==> src/rtl/core/dsv_pkg.sv <==
`default_nettype none

package dsv_pkg;

  // character codes
  localparam logic [7:0] SLASH_CODE = 8'h2F;
  localparam logic [7:0] ZERO_CODE  = 8'h30;
  localparam logic [7:0] NINE_CODE  = 8'h39;

  // length and count limits
  localparam logic [3:0] MIN_LEN   = 4'd6;
  localparam logic [3:0] MAX_LEN   = 4'd10;
  localparam logic [3:0] LEN_SAT   = 4'd11;
  localparam logic [2:0] DM_CAP    = 3'd2;
  localparam logic [2:0] YEAR_CAP  = 3'd4;
  localparam logic [2:0] DIGIT_SAT = 3'd7;
  localparam logic [6:0] MONTHS    = 7'd12;
  localparam logic [4:0] LEAP_FEB  = 5'd29;

  localparam int QUEUE_DEPTH = 2;

  typedef enum logic [1:0] {
    TOK_DIGIT,
    TOK_SLASH,
    TOK_OTHER
  } tok_kind_t;

  typedef enum logic [1:0] {
    PH_DAY,
    PH_MONTH,
    PH_YEAR
  } phase_t;

  typedef struct packed {
    tok_kind_t   kind;
    logic [3:0]  digit;
    logic        last;
  } dsv_tok_t;

  // parse state of one string, also the snapshot handed to the verdict stage
  typedef struct packed {
    logic        err;
    phase_t      phase;
    logic [2:0]  digits;
    logic [3:0]  len;
    logic [6:0]  day;
    logic [6:0]  month;
    logic [13:0] year;
    logic [4:0]  ymod25;
  } dsv_snap_t;

  localparam dsv_snap_t ST_IDLE = dsv_snap_t'('0);

  // (r * 10 + d) mod 25 for r < 25, by reciprocal multiply
  function automatic logic [4:0] mod25_step(input logic [4:0] r, input logic [3:0] d);
    logic [7:0]  v;
    logic [15:0] p;
    logic [3:0]  q;
    logic [7:0]  rem;
    v   = 8'(r) * 8'd10 + 8'(d);
    p   = 16'(v) * 16'd164;
    q   = p[15:12];
    rem = v - 8'(q) * 8'd25;
    return rem[4:0];
  endfunction

  function automatic logic [4:0] month_len(input logic [3:0] m, input logic leap);
    logic [4:0] n;
    case (m)
      4'd1, 4'd3, 4'd5, 4'd7, 4'd8, 4'd10, 4'd12: n = 5'd31;
      4'd4, 4'd6, 4'd9, 4'd11:                    n = 5'd30;
      4'd2:                                       n = leap ? LEAP_FEB : 5'd28;
      default:                                    n = 5'd0;
    endcase
    return n;
  endfunction

endpackage

`default_nettype wire

==> src/rtl/core/dsv_front.sv <==
`default_nettype none

module dsv_front (
  input  wire logic             clk,
  input  wire logic             rst_n,
  input  wire logic             in_valid,
  output logic                  in_ready,
  input  wire logic [7:0]       in_char_code,
  input  wire logic             in_is_last,
  output logic                  tok_valid,
  input  wire logic             tok_ready,
  output dsv_pkg::dsv_tok_t     tok
);
  import dsv_pkg::*;

  logic      tok_v_r, tok_v_nxt;
  dsv_tok_t  tok_r, tok_nxt;
  logic      load;

  assign in_ready  = !tok_v_r || tok_ready;
  assign load      = in_valid && in_ready;
  assign tok_valid = tok_v_r;
  assign tok       = tok_r;

  // classify the character
  always_comb begin
    tok_nxt       = tok_r;
    tok_v_nxt     = tok_v_r;
    if (load) begin
      tok_v_nxt     = 1'b1;
      tok_nxt.last  = in_is_last;
      tok_nxt.digit = 4'(in_char_code - ZERO_CODE);
      if (in_char_code == SLASH_CODE) begin
        tok_nxt.kind = TOK_SLASH;
      end else if (in_char_code >= ZERO_CODE && in_char_code <= NINE_CODE) begin
        tok_nxt.kind = TOK_DIGIT;
      end else begin
        tok_nxt.kind = TOK_OTHER;
      end
    end else if (tok_ready) begin
      tok_v_nxt = 1'b0;
    end
  end

  always_ff @(posedge clk) begin
    if (!rst_n) begin
      tok_v_r <= 1'b0;
    end else begin
      tok_v_r <= tok_v_nxt;
    end
    tok_r <= tok_nxt;
  end

endmodule

`default_nettype wire

==> src/rtl/core/dsv_fifo.sv <==
`default_nettype none

module dsv_fifo #(
  parameter int DEPTH = dsv_pkg::QUEUE_DEPTH
) (
  input  wire logic              clk,
  input  wire logic              rst_n,
  input  wire logic              push_valid,
  output logic                   push_ready,
  input  wire dsv_pkg::dsv_tok_t push_tok,
  output logic                   pop_valid,
  input  wire logic              pop_ready,
  output dsv_pkg::dsv_tok_t      pop_tok
);
  import dsv_pkg::*;

  localparam int PW = (DEPTH > 1) ? $clog2(DEPTH) : 1;
  localparam int CW = $clog2(DEPTH + 1);

  dsv_tok_t        mem_r [DEPTH];
  logic [PW-1:0]   wr_ptr_r, wr_ptr_nxt;
  logic [PW-1:0]   rd_ptr_r, rd_ptr_nxt;
  logic [CW-1:0]   cnt_r, cnt_nxt;
  logic            push, pop;

  assign push_ready = cnt_r != CW'(DEPTH);
  assign pop_valid  = cnt_r != '0;
  assign pop_tok    = mem_r[rd_ptr_r];
  assign push       = push_valid && push_ready;
  assign pop        = pop_valid && pop_ready;

  always_comb begin
    wr_ptr_nxt = wr_ptr_r;
    rd_ptr_nxt = rd_ptr_r;
    cnt_nxt    = cnt_r;
    if (push) begin
      wr_ptr_nxt = (wr_ptr_r == PW'(DEPTH - 1)) ? '0 : wr_ptr_r + PW'(1);
    end
    if (pop) begin
      rd_ptr_nxt = (rd_ptr_r == PW'(DEPTH - 1)) ? '0 : rd_ptr_r + PW'(1);
    end
    if (push && !pop) begin
      cnt_nxt = cnt_r + CW'(1);
    end else if (pop && !push) begin
      cnt_nxt = cnt_r - CW'(1);
    end
  end

  always_ff @(posedge clk) begin
    if (!rst_n) begin
      wr_ptr_r <= '0;
      rd_ptr_r <= '0;
      cnt_r    <= '0;
    end else begin
      wr_ptr_r <= wr_ptr_nxt;
      rd_ptr_r <= rd_ptr_nxt;
      cnt_r    <= cnt_nxt;
    end
    if (push) begin
      mem_r[wr_ptr_r] <= push_tok;
    end
  end

endmodule

`default_nettype wire

==> src/rtl/core/dsv_back.sv <==
`default_nettype none

module dsv_back (
  input  wire logic              clk,
  input  wire logic              rst_n,
  input  wire logic              tok_valid,
  output logic                   tok_ready,
  input  wire dsv_pkg::dsv_tok_t tok,
  output logic                   snap_valid,
  input  wire logic              snap_ready,
  output dsv_pkg::dsv_snap_t     snap
);
  import dsv_pkg::*;

  dsv_snap_t   st_r, st_nxt;
  dsv_snap_t   upd;
  dsv_snap_t   snap_r, snap_nxt;
  logic        snap_v_r, snap_v_nxt;
  logic        pop;
  logic [2:0]  cap;
  logic [10:0] day_ext, month_ext;
  logic [17:0] year_ext;

  // a final word waits until the verdict stage has room
  assign tok_ready  = !tok.last || snap_ready;
  assign pop        = tok_valid && tok_ready;
  assign snap_valid = snap_v_r;
  assign snap       = snap_r;

  assign cap       = (st_r.phase == PH_YEAR) ? YEAR_CAP : DM_CAP;
  assign day_ext   = 11'(st_r.day) * 11'd10 + 11'(tok.digit);
  assign month_ext = 11'(st_r.month) * 11'd10 + 11'(tok.digit);
  assign year_ext  = 18'(st_r.year) * 18'd10 + 18'(tok.digit);

  always_comb begin
    upd = st_r;
    if (st_r.len < LEN_SAT) begin
      upd.len = st_r.len + 4'd1;
    end
    case (tok.kind)
      TOK_SLASH: begin
        if (st_r.phase == PH_YEAR) begin
          upd.err = 1'b1;
        end else begin
          if (st_r.digits == 3'd0 || st_r.digits > DM_CAP) begin
            upd.err = 1'b1;
          end
          upd.phase  = (st_r.phase == PH_DAY) ? PH_MONTH : PH_YEAR;
          upd.digits = 3'd0;
        end
      end
      TOK_DIGIT: begin
        if (st_r.digits < cap) begin
          unique case (st_r.phase)
            PH_DAY:   upd.day   = day_ext[6:0];
            PH_MONTH: upd.month = month_ext[6:0];
            PH_YEAR: begin
              upd.year   = year_ext[13:0];
              upd.ymod25 = mod25_step(st_r.ymod25, tok.digit);
            end
            default:  upd.err   = 1'b1;
          endcase
        end
        if (st_r.digits < DIGIT_SAT) begin
          upd.digits = st_r.digits + 3'd1;
        end
      end
      default: upd.err = 1'b1;
    endcase
  end

  always_comb begin
    st_nxt     = st_r;
    snap_nxt   = snap_r;
    snap_v_nxt = snap_v_r;
    if (snap_v_r && snap_ready) begin
      snap_v_nxt = 1'b0;
    end
    if (pop) begin
      if (tok.last) begin
        st_nxt     = ST_IDLE;
        snap_nxt   = upd;
        snap_v_nxt = 1'b1;
      end else begin
        st_nxt = upd;
      end
    end
  end

  always_ff @(posedge clk) begin
    if (!rst_n) begin
      st_r     <= ST_IDLE;
      snap_v_r <= 1'b0;
    end else begin
      st_r     <= st_nxt;
      snap_v_r <= snap_v_nxt;
    end
    snap_r <= snap_nxt;
  end

endmodule

`default_nettype wire

==> src/rtl/core/dsv_judge.sv <==
`default_nettype none

module dsv_judge (
  input  wire logic               clk,
  input  wire logic               rst_n,
  input  wire logic               snap_valid,
  output logic                    snap_ready,
  input  wire dsv_pkg::dsv_snap_t snap,
  output logic                    out_valid,
  input  wire logic               out_ready,
  output logic                    out_date_valid,
  output logic [6:0]              out_day_value,
  output logic [6:0]              out_month_value,
  output logic [13:0]             out_year_value
);
  import dsv_pkg::*;

  logic        out_v_r, out_v_nxt;
  logic        ok_r, ok_nxt;
  logic [6:0]  day_r, month_r;
  logic [13:0] year_r;
  logic        load, leap, fmt_ok;
  logic [4:0]  lim;

  assign snap_ready = !out_v_r || out_ready;
  assign load       = snap_valid && snap_ready;

  // gregorian leap test: mod 4/16 from low bits, mod 25 tracked during parse
  assign leap = (snap.year[1:0] == 2'd0 && snap.ymod25 != 5'd0) ||
                (snap.year[3:0] == 4'd0 && snap.ymod25 == 5'd0);
  assign lim  = month_len(snap.month[3:0], leap);

  assign fmt_ok = !snap.err && snap.phase == PH_YEAR &&
                  (snap.digits == DM_CAP || snap.digits == YEAR_CAP) &&
                  snap.len >= MIN_LEN && snap.len <= MAX_LEN &&
                  snap.month >= 7'd1 && snap.month <= MONTHS;
  assign ok_nxt = fmt_ok && snap.day >= 7'd1 && snap.day <= 7'(lim);

  always_comb begin
    out_v_nxt = out_v_r;
    if (load) begin
      out_v_nxt = 1'b1;
    end else if (out_ready) begin
      out_v_nxt = 1'b0;
    end
  end

  always_ff @(posedge clk) begin
    if (!rst_n) begin
      out_v_r <= 1'b0;
    end else begin
      out_v_r <= out_v_nxt;
    end
    if (load) begin
      ok_r    <= ok_nxt;
      day_r   <= snap.day;
      month_r <= snap.month;
      year_r  <= snap.year;
    end
  end

  assign out_valid       = out_v_r;
  assign out_date_valid  = ok_r;
  assign out_day_value   = day_r;
  assign out_month_value = month_r;
  assign out_year_value  = year_r;

endmodule

`default_nettype wire

==> src/rtl/core/date_string_validator.sv <==
// path: front token register, queue, back-end snapshot register, then the output register
// throughput: one character per cycle unless a full queue or a busy verdict stage stalls the input
// one verdict per string, issued only for a character flagged as last
// reset: synchronous active-low rst_n empties the input stage, queue and output register
// and returns the parse state to the start of the day field
`default_nettype none

module date_string_validator #(
  parameter int QUEUE_DEPTH = dsv_pkg::QUEUE_DEPTH
) (
  input  wire logic        clk,
  input  wire logic        rst_n,
  input  wire logic        in_valid,
  output logic             in_ready,
  input  wire logic [7:0]  in_char_code,
  input  wire logic        in_is_last,
  output logic             out_valid,
  input  wire logic        out_ready,
  output logic             out_date_valid,
  output logic [6:0]       out_day_value,
  output logic [6:0]       out_month_value,
  output logic [13:0]      out_year_value
);
  import dsv_pkg::*;

  // front end: registers each incoming word and classifies it as digit, slash or other
  logic      ftok_valid, ftok_ready;
  dsv_tok_t  ftok;

  // queue output toward the back end
  logic      qtok_valid, qtok_ready;
  dsv_tok_t  qtok;

  // finished parse state of one string, waiting for the verdict stage
  logic      snap_valid, snap_ready;
  dsv_snap_t snap;

  dsv_front u_front (
    .clk          (clk),
    .rst_n        (rst_n),
    .in_valid     (in_valid),
    .in_ready     (in_ready),
    .in_char_code (in_char_code),
    .in_is_last   (in_is_last),
    .tok_valid    (ftok_valid),
    .tok_ready    (ftok_ready),
    .tok          (ftok)
  );

  // short queue so the front end keeps taking words while the back end stalls, until it is full
  dsv_fifo #(
    .DEPTH (QUEUE_DEPTH)
  ) u_fifo (
    .clk        (clk),
    .rst_n      (rst_n),
    .push_valid (ftok_valid),
    .push_ready (ftok_ready),
    .push_tok   (ftok),
    .pop_valid  (qtok_valid),
    .pop_ready  (qtok_ready),
    .pop_tok    (qtok)
  );

  // back end: field/digit/length tracking and day, month, year accumulation
  dsv_back u_back (
    .clk        (clk),
    .rst_n      (rst_n),
    .tok_valid  (qtok_valid),
    .tok_ready  (qtok_ready),
    .tok        (qtok),
    .snap_valid (snap_valid),
    .snap_ready (snap_ready),
    .snap       (snap)
  );

  // verdict: format checks, month table with leap february, output register
  dsv_judge u_judge (
    .clk             (clk),
    .rst_n           (rst_n),
    .snap_valid      (snap_valid),
    .snap_ready      (snap_ready),
    .snap            (snap),
    .out_valid       (out_valid),
    .out_ready       (out_ready),
    .out_date_valid  (out_date_valid),
    .out_day_value   (out_day_value),
    .out_month_value (out_month_value),
    .out_year_value  (out_year_value)
  );

  // a new verdict only appears after a snapshot was waiting
  a_out_from_snap: assert property (@(posedge clk) disable iff (!rst_n)
    $rose(out_valid) |-> $past(snap_valid))
    else $error("verdict without a finished string");

  // a valid verdict always carries day, month and year values within range
  a_valid_date_range: assert property (@(posedge clk) disable iff (!rst_n)
    (out_valid && out_date_valid) |->
      (out_month_value >= 7'd1 && out_month_value <= 7'd12 &&
       out_day_value >= 7'd1 && out_day_value <= 7'd31 &&
       out_year_value <= 14'd9999))
    else $error("valid verdict with out-of-range date");

  // a stalled snapshot is not overwritten
  a_snap_hold: assert property (@(posedge clk) disable iff (!rst_n)
    (snap_valid && !snap_ready) |=> (snap_valid && $stable(snap)))
    else $error("snapshot lost while verdict stage was busy");

endmodule

`default_nettype wire

==> config.mk <==
export PLATFORM = sky130hd
export DESIGN_NAME = date_string_validator
export DESIGN_NICKNAME = d
export VERILOG_FILES = /design/src/rtl/core/dsv_pkg.sv /design/src/rtl/core/dsv_front.sv /design/src/rtl/core/dsv_fifo.sv /design/src/rtl/core/dsv_back.sv /design/src/rtl/core/dsv_judge.sv /design/src/rtl/core/date_string_validator.sv
export SDC_FILE = /design/constraint.sdc
export NUM_CORES = 1
export LEC_CHECK = 0
export BUFFER_PORTS_ARGS = -buffer_cell sky130_fd_sc_hd__buf_4
export CAP_MARGIN = 20
export CORE_MARGIN = 1.5
export CORE_UTILIZATION = 31
export CTS_BUF_LIST = sky130_fd_sc_hd__clkbuf_2
export DETAILED_ROUTE_END_ITERATION = 10
export PLACE_DENSITY = 0.5
export SLEW_MARGIN = 15
export SYNTH_ARGS = -nofsm -noshare
export SYNTH_HDL_FRONTEND = slang
export SYNTH_SLANG_ARGS = --single-unit
==> constraint.sdc <==
create_clock -name clk -period 12.4 [get_ports clk]
set_input_delay 0.62 -clock clk [delete_from_list [all_inputs] [get_ports clk]]
set_output_delay 0.62 -clock clk [all_outputs]
set_load 0.1 [all_outputs]
# Yosys cells after proc, flatten, opt, wreduce, memory -nomap -nowiden
# Memory sizes are Yosys's and may differ from the RTL's. A register that Yosys moved wholly into a read port is not among the register bits.
# Cells that the tools add are included.
word_totals:
  ram_bits: 14
  output_inout_bits: 31
  reg_bits: 129
  mem_count: 1
op_classes:
  mul: 6
  n_eq_ne: 20
  n_mux: 36
  magnitude_cmp: 12
  reduce_logical: 44
  n_addsub: 12
memory_table:
  columns: ["memory", "depth", "word_bits", "read_ports", "rd_ports_with_merged_regs", "wr", "line_no", "source"]
  rows:
  - ["u_fifo.mem_r", 2, 7, 1, 1, 1, "dsv_fifo.sv:20", "dsv_tok_t mem_r [DEPTH];"]
op_table:
  columns: ["operator", "count"]
  rows:
  - ["33-bit two-way mux", 2]
  - ["43-bit two-way mux", 1]
  - ["4-bit == test (second input constant)", 5]
  - ["19-bit two-way mux", 1]
  - ["1-bit two-way mux", 18]
  - ["1-bit logical AND", 17]
  - ["4-bit by 3-bit == test with 1-bit output (second input constant)", 4]
  - ["5-bit one-hot mux with 3 select lines", 1]
  - ["14-bit by 4-bit adder with 14-bit output", 1]
  - ["7-bit by 4-bit adder with 7-bit output", 2]
  - ["7-bit by 1-bit >= comparator with 1-bit output (second input constant)", 2]
  - ["14-bit by 3-bit multiplier with 13-bit output (second input constant)", 1]
  - ["7-bit by 3-bit multiplier with 6-bit output (second input constant)", 2]
  - ["8-bit by 6-bit multiplier with 14-bit output (second input constant)", 1]
  - ["7-bit two-way mux", 2]
  - ["2-bit two-way mux", 5]
  - ["8-bit by 4-bit adder with 8-bit output", 1]
  - ["4-bit by 2-bit == test with 1-bit output (second input constant)", 2]
  - ["8-bit by 6-bit == test with 1-bit output (second input constant)", 1]
  - ["8-bit by 6-bit >= comparator with 1-bit output (second input constant)", 1]
  - ["8-bit by 6-bit <= comparator with 1-bit output (second input constant)", 1]
  - ["2-bit nonzero test", 4]
  - ["7-bit by 4-bit <= comparator with 1-bit output (second input constant)", 1]
  - ["7-bit by 5-bit <= comparator with 1-bit output", 1]
  - ["37 further kinds", 53]

# Depth between registers and ports, before layout
# Gate-level depths: netlist of run 1.
depth:
  word_depth: 9
  depth_mapped: 26

# Hierarchy
# A second synthesis of run 1 with hierarchy kept.
hier_totals:
  cells_unflattened: 703
  area_unflattened_um2: 7967.6
modules_own_cells:
  columns: ["module", "cells_each", "seq_area_each_um2", "instances", "area_each_um2"]
  rows:
  - ["dsv_back", 563, 2172.1, 1, 5744.3]
  - ["dsv_judge", 74, 890.9, 1, 1182.4]
  - ["dsv_fifo", 46, 520.5, 1, 747.0]
  - ["dsv_front", 20, 230.2, 1, 294.0]

# Least setup slack after synthesis of run 1
# No wires, ideal clock.
synth_timing:
  kind: "register to register"
  from: "register (tool-made name)"
  to: "register u_back.snap_r (netlist bit u_back.snap[4]) (data pin)"
  slack_ns: 6.380
  synth_period_minus_slack_ns: 6.020
  stages_incl_launch_ff: 25
  setup_ns: 0.262
  arrival_time_ns: 5.758
  cell_sequence: "dfxtp_1 > buf_6 > mux2_2 > ha_1 > fa_1 > xor2_1 > ha_1 > fa_1 > ha_1 > ha_1 > and3_1 > a31oi_1 > o21ai_0 > xor2_1 > ha_1 > inv_1 > fa_1 > inv_1 > fa_1 > nand2b_1 > nand3b_1 > xnor2_1 > xnor2_1 > xnor2_1 > o21ai_0"
synth_rtl:
  columns: ["element", "line_no", "source"]
  rows:
  - ["to (signal assigned)", "dsv_back.sv:98", "snap_r <= snap_nxt;"]
  - ["to (decl)", "dsv_back.sv:17", "dsv_snap_t snap_r, snap_nxt;"]

==> impl_metrics.toml, run 1 <==
[power]
pwr-share-comb_pct = 32.1
powerDensity_mw_per_mm2 = 149
seqPwrFrac_pct = 47.0
power.leakage_nw = 3.65
peakVddDrop_mv = 0.0731
switching_share_pct = 39.9
finalPower_mw = 1.35
p_int_uw = 809
power.share.clock_pct = 20.8
netSwitchingPower_uw = 538

[worst_setup_path]
start_kind = "flop"
worstPathArrival_ns = 7.23
critPathKind = "reg2reg"
cp_data_required_time_ns = 12.87
crit_fanout = 9
critical_path.endpoint_type = "flop"

[grt]
track_usage_pct = 12.3
grt_pass1_wl_um = 25700
grt_pass1_vias = 5026
grt_max_degree = 50
antenna_found_initial = 1
gr-total-overflow = 0

[floorplanning]
ios = 44
start_util_pct = 31.7
coreArea_mm2 = 0.0253
die_w_um = 164
rows = 58
design.die.area_mm2 = 0.0269
die_h_um = 164

[yosys]
ys_types = 62
async_flop_share_pct = 0
synth_top_flop_cell = "edfxtp_1"
synthesis.area_mm2 = 0.00803
synth-edff-count = 93
yosys_warnings = 0
syn_nets = 802
seq_area_frac_synth_pct = 47.5
synth_seq_cells = 144
netlist_instances = 690
synth.avg_cell_area_um2 = 11.6

[timing]
fin_crit_ns = 6.76
maxSlewHeadroom_pct = 49.4
worst_pin_slew_ns = 0.752
grt_setup_unrepaired = "no"
tns_ns = 0
max_freq_mhz = 148
period_share_pct = 54.5
setup_viol = 0
finalHoldViolCount = 0
slew_viol_final = 0
fin_skew_ns = 0.0417

[hold_path]
hold_class = "in2reg"

[clock_tree]
ctsResizeCount = 0
clock_sinks = 144
cts_tree = "built"
clkTransAtPathRegs_ns = 0.26
h-tree-depth = 4
clk_path_buf_depth = 2
cts-root-buf = "clkbuf_2"
numCtsBuffers = 17
clkLatencyLatePin_ns = 0.72

[detailed_routing]
drc = 0
wire_per_inst_um = 14.2
final_antenna_net_count = 0
drt_pre_antenna_iters = 4
viasPerCell = 4.71
drt-initial-drc-count = 208
vias = 5112
routed_wl_um = 15400

[placed_design]
dp_cells = 1048
place.gp.congestion = 0.773
portBuffers = 43
dp_hpwl_um = 11200

[cells_and_area]
drive_above_1_share_pct = 15.1
nets = 853
seq_area_mm2 = 0.00381
fill_cells = 2526
multi_input_area_mm2 = 0.00405
layout_common_cells = "edfxtp_1, ha_1, dfxtp_1, nand2_1, buf_4"
mostFrequentLayoutCell = "edfxtp_1"
area_delta_synth_final_pct = 12.5
instances_no_fill = 1085

[outcome]
status = "finished, final reports clean"

[flow_run]
drv_cap = 0
kinds of logic (layout without fill, tap and decap cells):
logic type | Yosys count | after routing | share of synthesized area, %
other | 0 | 1 | 0
buffers and inverters | 46 | 110 | 2.42
AND/OR/NAND/NOR | 179 | 179 | 12.2
AO/OA/AOI/OAI | 141 | 141 | 11.6
adder cells (fa/ha/maj) | 99 | 99 | 16.5
XOR/XNOR | 58 | 58 | 6.50
multiplexers | 23 | 23 | 3.37
flip-flops | 144 | 144 | 47.5
power by group through the flow:
stage               clock network (mW)  logic [mW]  registers (mW)
floorplan                            0       0.234           0.733
global placement                     0       0.437           0.645
detailed placement                   0       0.438           0.646
CTS                              0.293       0.440           0.635
global route                     0.313       0.479           0.643
finish                           0.281       0.433           0.633
worst paths after layout:
path,startpoint,to,slack (ns),depth (start not counted)
worst max-delay path,flop,u_back.snap[4],5.64,23
worst min-delay path,in_char_code[3],u_front.tok[4],0.1,1
worst max register to register,flop,u_back.snap[4],5.64,23
worst min register to register,u_back.snap[12],u_judge.out_year_value[7],0.42,0
cell usage after synthesis (5+ instances only):
library cell | count | share of area [%]
nand2b_1 | 7 | 0.55
edfxtp_1 | 93 | 35
fa_1 | 11 | 2.7
nor2_1 | 20 | 0.94
mux2_2 | 19 | 2.7
clkbuf_1 | 13 | 0.61
and2_1 | 9 | 0.70
a21oi_1 | 21 | 1.3
xnor2_1 | 36 | 3.9
dfxtp_1 | 51 | 13
xor2_1 | 21 | 2.3
nand3_1 | 9 | 0.56
nand2_1 | 50 | 2.3
inv_1 | 26 | 1.2
ha_1 | 88 | 14
a31oi_1 | 6 | 0.47
a22oi_1 | 32 | 3.0
a21o_1 | 15 | 1.4
nor4_1 | 6 | 0.47
nor3_1 | 5 | 0.31
o21a_1 | 7 | 0.65
nor2b_1 | 40 | 3.1
o21ai_0 | 36 | 2.2
timing repair:
action / 4_1_cts / 5_1_grt
hold buffers: 1 / 3
setup buffers: 0 / 0
endpoints found under the hold margin: 1 / 3
registers in the layout (all words and copies together), names as in the netlist, named ones only:
name / count
u_back.st_r: 43
u_fifo.rd_ptr_r: 1
u_back.snap: 43
u_fifo.cnt_r: 2
u_front.tok: 7
u_judge.out_valid: 1
u_fifo.mem_r: 14
u_back.snap_valid: 1
u_judge.out_date_valid: 1
u_judge.out_month_value: 7
u_judge.out_day_value: 7
u_judge.out_year_value: 14
u_fifo.wr_ptr_r: 1
u_front.tok_valid: 1
per-stage QoR:
step	cell area, um^2	util (%)	hold slack (ns)	setup WS [ns]
final	9030	35.6	0.0961	5.64
after global routing	9030	35.6	0.00406	5.08
after CTS	8990	35.5	0.00813	5.56
after detailed placement	8730	34.5	0.405	5.64
after global placement	8730	34.5	0.401	5.74
after floorplan	8030	-	0.400	6.38
routing by layer:
layer / wire length, um / track usage, % / part of all wire, % / vias to the layer above
met1: 7970 / 17.1 / 52 / 2400
li1: - / - / - / 2637
met3: 376 / 2.37 / 2.4 / 14
met4: 191 / 3.84 / 1.2 / 0
met5: 0 / 0 / 0 / -
met2: 6880 / 19.0 / 45 / 61
area by class of cell:
class / instances / share of cell area [%]
flip-flops and latches: 144 / 42.3
clock inverters: 15 / 1.86
clock buffers: 17 / 0.943
well taps: 330 / 4.57
multi-input cells: 500 / 44.9
inverters: 26 / 1.08
diodes: 1 / 0.0277
repair buffers: 52 / 4.41
worst max-delay path, cell delays in order (launching register included):
cell and delay [ns]:
dfxtp_1 0.70, mux2_2 0.46, ha_1 0.23, fa_1 0.46, xor2_1 0.34, ha_1 0.32
fa_1 0.46, ha_1 0.31, ha_1 0.27, and3_1 0.13, a31oi_1 0.10, o21ai_0 0.37
xor2_1 0.36, ha_1 0.21, inv_1 0.05, fa_1 0.50, inv_1 0.06, fa_1 0.41
nand2b_1 0.15, nand3b_1 0.09, xnor2_1 0.13, xnor2_1 0.15, xnor2_1 0.15, o21ai_0 0.09
Power figures use the tool's default switching activity.
==> inputs of run 2 (changes only) <==
Settings changed: ABC_AREA set to 1, PLACE_DENSITY 0.5 to 0.52.
Clock period 12.4 ns to 6.1 ns, I/O delays scaled along.
==> run 2 against run 1 <==
  * Non-clock buffer count up 16
  * Total power up 130%
  * Hold slack better by 0.17 ns
  * Flip-flop and latch count unchanged
  * Clock skew up 0.0027 ns
  * Fmax up 19%
  * Design area up 6.2%
  * Global-route usage down 0.069 points
  * Clock-buffer cell count unchanged
==> impl_metrics.toml, run 2 <==
[floorplanning]
start_util_pct = 31.7
ios = 44
design.die.area_mm2 = 0.0276
coreArea_mm2 = 0.0261
rows = 59
die_h_um = 166
die_w_um = 166

[clock_tree]
clk_path_buf_depth = 2
cts-root-buf = "clkbuf_2"
cts_tree = "built"
clock_sinks = 144
numCtsBuffers = 17
h-tree-depth = 4
clkLatencyLatePin_ns = 0.72
clkTransAtPathRegs_ns = 0.26

[yosys]
netlist_instances = 886
synth-edff-count = 93
seq_area_frac_synth_pct = 46.2
synthMuxAreaShare_pct = 0.394
synth_fa_ha_area_share_pct = 16.0
synth_top_cell_by_area = "edfxtp_1"
synth_seq_cells = 144
syn_nets = 998
synth_top_area_share_pct = 33.8
synthXorXnorAreaFrac_pct = 3.93
yosys_warnings = 0
synth_top_flop_cell = "edfxtp_1"
synth_top_family_by_area = "simple AND/OR/NAND/NOR gates"
synth.avg_cell_area_um2 = 9.31
async_flop_share_pct = 0
synth-compound-area-share_pct = 9.84
yosysMostFrequentCell = "nand2_1"
yosys-top-cells-area = "edfxtp_1, ha_1, dfxtp_1"
synthTopCellsByCount = "nand2_1, edfxtp_1, inv_1, ha_1, a21oi_1"
yosys.area_share.simple_pct = 18.3
synthesis.area_mm2 = 0.00825
ys_types = 49

[timing]
fin_crit_ns = 5.66
maxSlewHeadroom_pct = 34.7
fin_skew_ns = 0.0444
worst_pin_slew_ns = 0.978
setup_viol = 0
finalHoldViolCount = 0
period_share_pct = 92.8
max_freq_mhz = 177
tns_ns = 0
slew_viol_final = 0

[cells_and_area]
area_delta_synth_final_pct = 16.2
mostFrequentLayoutCell = "nand2_1"
nets = 1067
design_area_mm2 = 0.00958
top_regs = "u_back.snap (43), u_back.st_r (43)"
drive_above_1_share_pct = 16.5
layout_common_cells = "nand2_1, edfxtp_1, inv_1, ha_1, a21oi_1"

[worst_setup_path]
crit_fanout = 4
start_kind = "flop"
critical_path.endpoint_type = "flop"
cp_data_required_time_ns = 6.74
crit_cells = 33
path_common_cell = "nand2_1"
crit_start = "u_back.st_r[1]"
critPathKind = "reg2reg"
critPathTopFamily = "adder cells"
reg2reg_depth = 33
worstPathArrival_ns = 6.29
rr_startpoint = "u_back.st_r[1]"
cp_num_buf_inv = 6
cpPeakStageDelay_ns = 0.52
slowest_stage = "fa_1"

[placed_design]
portBuffers = 43
place.gp.congestion = 0.786
dpl_cell_area_mm2 = 0.00899
dp_hpwl_um = 12000

[hold_path]
hold_class = "in2reg"
min-delay-start = "in_is_last"
min_path_cells = 2

[flow_run]
drv_cap = 0

[grt]
grt_pass1_wl_um = 27200
antenna_found_initial = 1
gr-total-overflow = 0
grt_pass1_vias = 5532
grt_max_degree = 48
track_usage_pct = 12.2

[detailed_routing]
drc = 0
viasPerCell = 4.58
drt_pre_antenna_iters = 4
vias = 5968
final_antenna_net_count = 0
routed_wl_um = 17000
wire_per_inst_um = 13.0
drt-initial-drc-count = 316

[outcome]
status = "finished, final reports clean"

[power]
power.leakage_nw = 4.00
peakVddDrop_mv = 0.167
powerDensity_mw_per_mm2 = 317
run 2: cell count changes after synthesis, sizes merged, moves of 17 or more:
cell   before  now
nand3      10   41
a22oi      32    2
nor2       20   44
inv        26   93
nand2      51  233
mux2       19    2
a21oi      22   68
nor2b      40    0
run 2: per-stage QoR:
step / cells / util (%) / hold WS [ns] / power [mW] / setup slack [ns]
2_1_floorplan: 886 / - / 0.400 / 2.16 / 0.542
5_1_grt: 1304 / 36.8 / 0.198 / 3.23 / -0.000583
6_report: 1304 / 36.8 / 0.270 / 3.04 / 0.441
3_3_place_gp: 1255 / 34.5 / 0.402 / 2.47 / 0.305
4_1_cts: 1299 / 35.9 / 0.197 / 3.03 / 0.121
3_5_place_dp: 1255 / 34.5 / 0.405 / 2.48 / 0.194
run 2: what timing repair did:
item	CTS	global route
endpoints found under the setup margin	0	6
hold buffers	12	0
gates resized for setup	0	38
hold endpoints to repair	14	0
buffers inserted	0	4
run 2: area by class of cell:
type	instances	area [um^2]
diodes	1	2.50
fillers	2645	16500
clock buffers	17	85.1
flip-flops and latches	144	3820
inverters	93	349
clock inverters	15	146
repair buffers	68	544
multi-input cells	631	4220
well taps	335	419
run 2: layer usage:
metal,vias up,track usage [%],wire [um]
li1,3138,-,-
met1,2726,16.3,8150
met2,92,20.1,8000
met3,12,2.24,639
met4,0,3.64,162
met5,-,0,0
run 2: cell families (layout without fill, tap and decap cells):
kind of cell	count (synthesis)	after routing
multiplexers	3	3
buffers and inverters	111	193
flip-flops	144	144
XOR/XNOR	37	37
AND/OR/NAND/NOR	356	356
AO/OA/AOI/OAI	136	136
other	0	1
adder cells (fa/ha/maj)	99	99
run 2: path summary, 6_finish.rpt:
path | end | slack (ns)
worst max register to register | u_back.st_r[4] | 0.44
worst max-delay path | u_back.st_r[4] | 0.44
worst min register to register | u_judge.out_year_value[4] | 0.42
worst min-delay path | u_front.tok[0] | 0.27
run 2: report_power, final:
group	total, mW	switching, mW	leakage (nW)	internal (mW)
registers	1.35	0.0831	1.29	1.26
clock network	0.539	0.410	0.130	0.128
logic	1.15	0.829	2.59	0.322
total	3.04	1.32	4.00	1.71
==> inputs of run 3 (changes only) <==
Settings changed: CTS_BUF_LIST sky130_fd_sc_hd__clkbuf_2 to unset.
==> run 3 against run 2 <==
  * Clock power rose by 86%
  * Clock-buffer cell count did not move
  * Non-clock buffer count fell by 13
  * Flip-flop and latch count did not move
  * Wire length fell by 0.33%
  * Fmax rose by 0.27%
  * Global-route usage rose by 0.12 points
  * Final cell count fell by 1.1%
  * Combinational power barely moved
  * Sequential share of layout area fell by 0.66 points
  * Total power rose by 15%
==> impl_metrics.toml, run 3 (synthesis gave the netlist of run 2 again) <==
[clock_tree]
cts-root-buf = "clkbuf_16"
cts_tree = "built"
h-tree-depth = 4
numCtsBuffers = 17
clock_sinks = 144
clkTransAtPathRegs_ns = 0.07
holdBufCountCts = 0
clkLatencyLatePin_ns = 0.42
clk_path_buf_depth = 2

[timing]
fin_skew_ns = 0.0160
worst_pin_slew_ns = 1.02
maxSlewHeadroom_pct = 32.1
setup_viol = 0
period_share_pct = 92.5
worst_slack_ns = 0.457
max_freq_mhz = 177
hold-worst-slack_ns = 0.0590
tns_ns = 0
finalHoldViolCount = 0
slew_viol_final = 0
fin_crit_ns = 5.64

[floorplanning]
die_w_um = 166
start_util_pct = 31.7
rows = 59
ios = 44
design.die.area_mm2 = 0.0276
coreArea_mm2 = 0.0261
die_h_um = 166

[power]
peakVddDrop_mv = 0.171
power.leakage_nw = 4.08
powerDensity_mw_per_mm2 = 358

[cells_and_area]
top_regs = "u_back.snap (43), u_back.st_r (43)"
final_core_util_pct = 37.4
drive_above_1_share_pct = 15.7
nets = 1054
antennaDiodeCount = 0
instances_no_fill = 1290
area_delta_synth_final_pct = 18.0
mostFrequentLayoutCell = "nand2_1"
layout_common_cells = "nand2_1, edfxtp_1, inv_1, ha_1, a21oi_1"

[placed_design]
place.gp.congestion = 0.786
place_ws_ns = 0.194
portBuffers = 43
dp_hpwl_um = 12000
dp_cells = 1255

[worst_setup_path]
cp_data_required_time_ns = 6.25
cp_num_buf_inv = 5
cpPeakStageDelay_ns = 0.52
worstPathArrival_ns = 5.79
crit_fanout = 5
slowest_stage = "fa_1"
critPathKind = "reg2reg"
start_kind = "flop"
critical_path.endpoint_type = "flop"
critPathTopFamily = "adder cells"
path_common_cell = "nand2_1"
r2r_setup_slack_ns = 0.46

[detailed_routing]
wire_per_inst_um = 13.1
drc = 0
final_antenna_net_count = 0
drt_pre_antenna_iters = 4
routed_wl_um = 16900
vias = 5908
viasPerCell = 4.58
drt-initial-drc-count = 277

[grt]
track_usage_pct = 12.3
grt_pass1_wl_um = 27400
antenna_found_initial = 0
gr-total-overflow = 0
grt_pass1_vias = 5561
grt_max_degree = 48

[outcome]
status = "finished, final reports clean"

[hold_path]
hold_class = "in2reg"

[flow_run]
drv_cap = 0
## run 3: changes by cell type in the layout (fill, tap and decap cells not counted), moves of 2 or more
cell and delta:
clkbuf_2 -17, xor2_2 -2, xor2_1 +2, dlygate4sd3_1 -12, clkbuf_16 +17, ha_1 +2
## run 3: stage by stage
step                      power [mW]  area [um^2]
after CTS                       3.50         9560
after detailed placement        2.48         8990
after global routing            3.69         9740
final                           3.49         9740
after global placement          2.47         8990
after floorplan                 2.16         8250
## run 3: cell type report
| class | count | area (um^2) |
|---|---|---|
| clock buffers | 17 | 425 |
| well taps | 335 | 419 |
| fillers | 2625 | 16300 |
| repair buffers | 55 | 417 |
| multi-input cells | 631 | 4160 |
| inverters | 93 | 349 |
| flip-flops and latches | 144 | 3820 |
| clock inverters | 15 | 146 |
## run 3: repair_timing
action                                  in CTS  in global routing
buffers inserted                             0                  3
resized for setup                            0                 26
endpoints found under the setup margin       0                  4
## run 3: final timing paths
check                       from                         to  cells after the start
hold / removal        in_is_last             u_front.tok[0]                      1
setup reg to reg  u_back.st_r[1]             u_back.snap[4]                     30
setup / recovery  u_back.st_r[1]             u_back.snap[4]                     30
hold reg to reg   u_back.snap[9]  u_judge.out_year_value[4]                      0
## run 3: worst reg2reg max path: cells and delay by family, from the launching register on
family / cells / cell delay, ns
XOR/XNOR: 1 / 0.19
AND/OR/NAND/NOR: 12 / 1.24
adder cells (fa/ha/maj): 9 / 2.95
buffers and inverters: 5 / 0.35
flip-flops: 1 / 0.35
AO/OA/AOI/OAI: 3 / 0.30
## run 3: power breakdown
| part | switching, mW | total, mW | internal (mW) |
|---|---|---|---|
| clock network | 0.461 | 1.00 | 0.542 |
| logic | 0.824 | 1.14 | 0.312 |
| registers | 0.0830 | 1.35 | 1.27 |
| total | 1.37 | 3.49 | 2.12 |
## run 3: metal layers
layer	GRT usage, %	routed length [um]	vias up
met4	3.76	78	0
met5	0	0	-
met3	2.41	537	2
li1	-	-	3114
met2	20.2	8030	70
met1	16.4	8250	2722
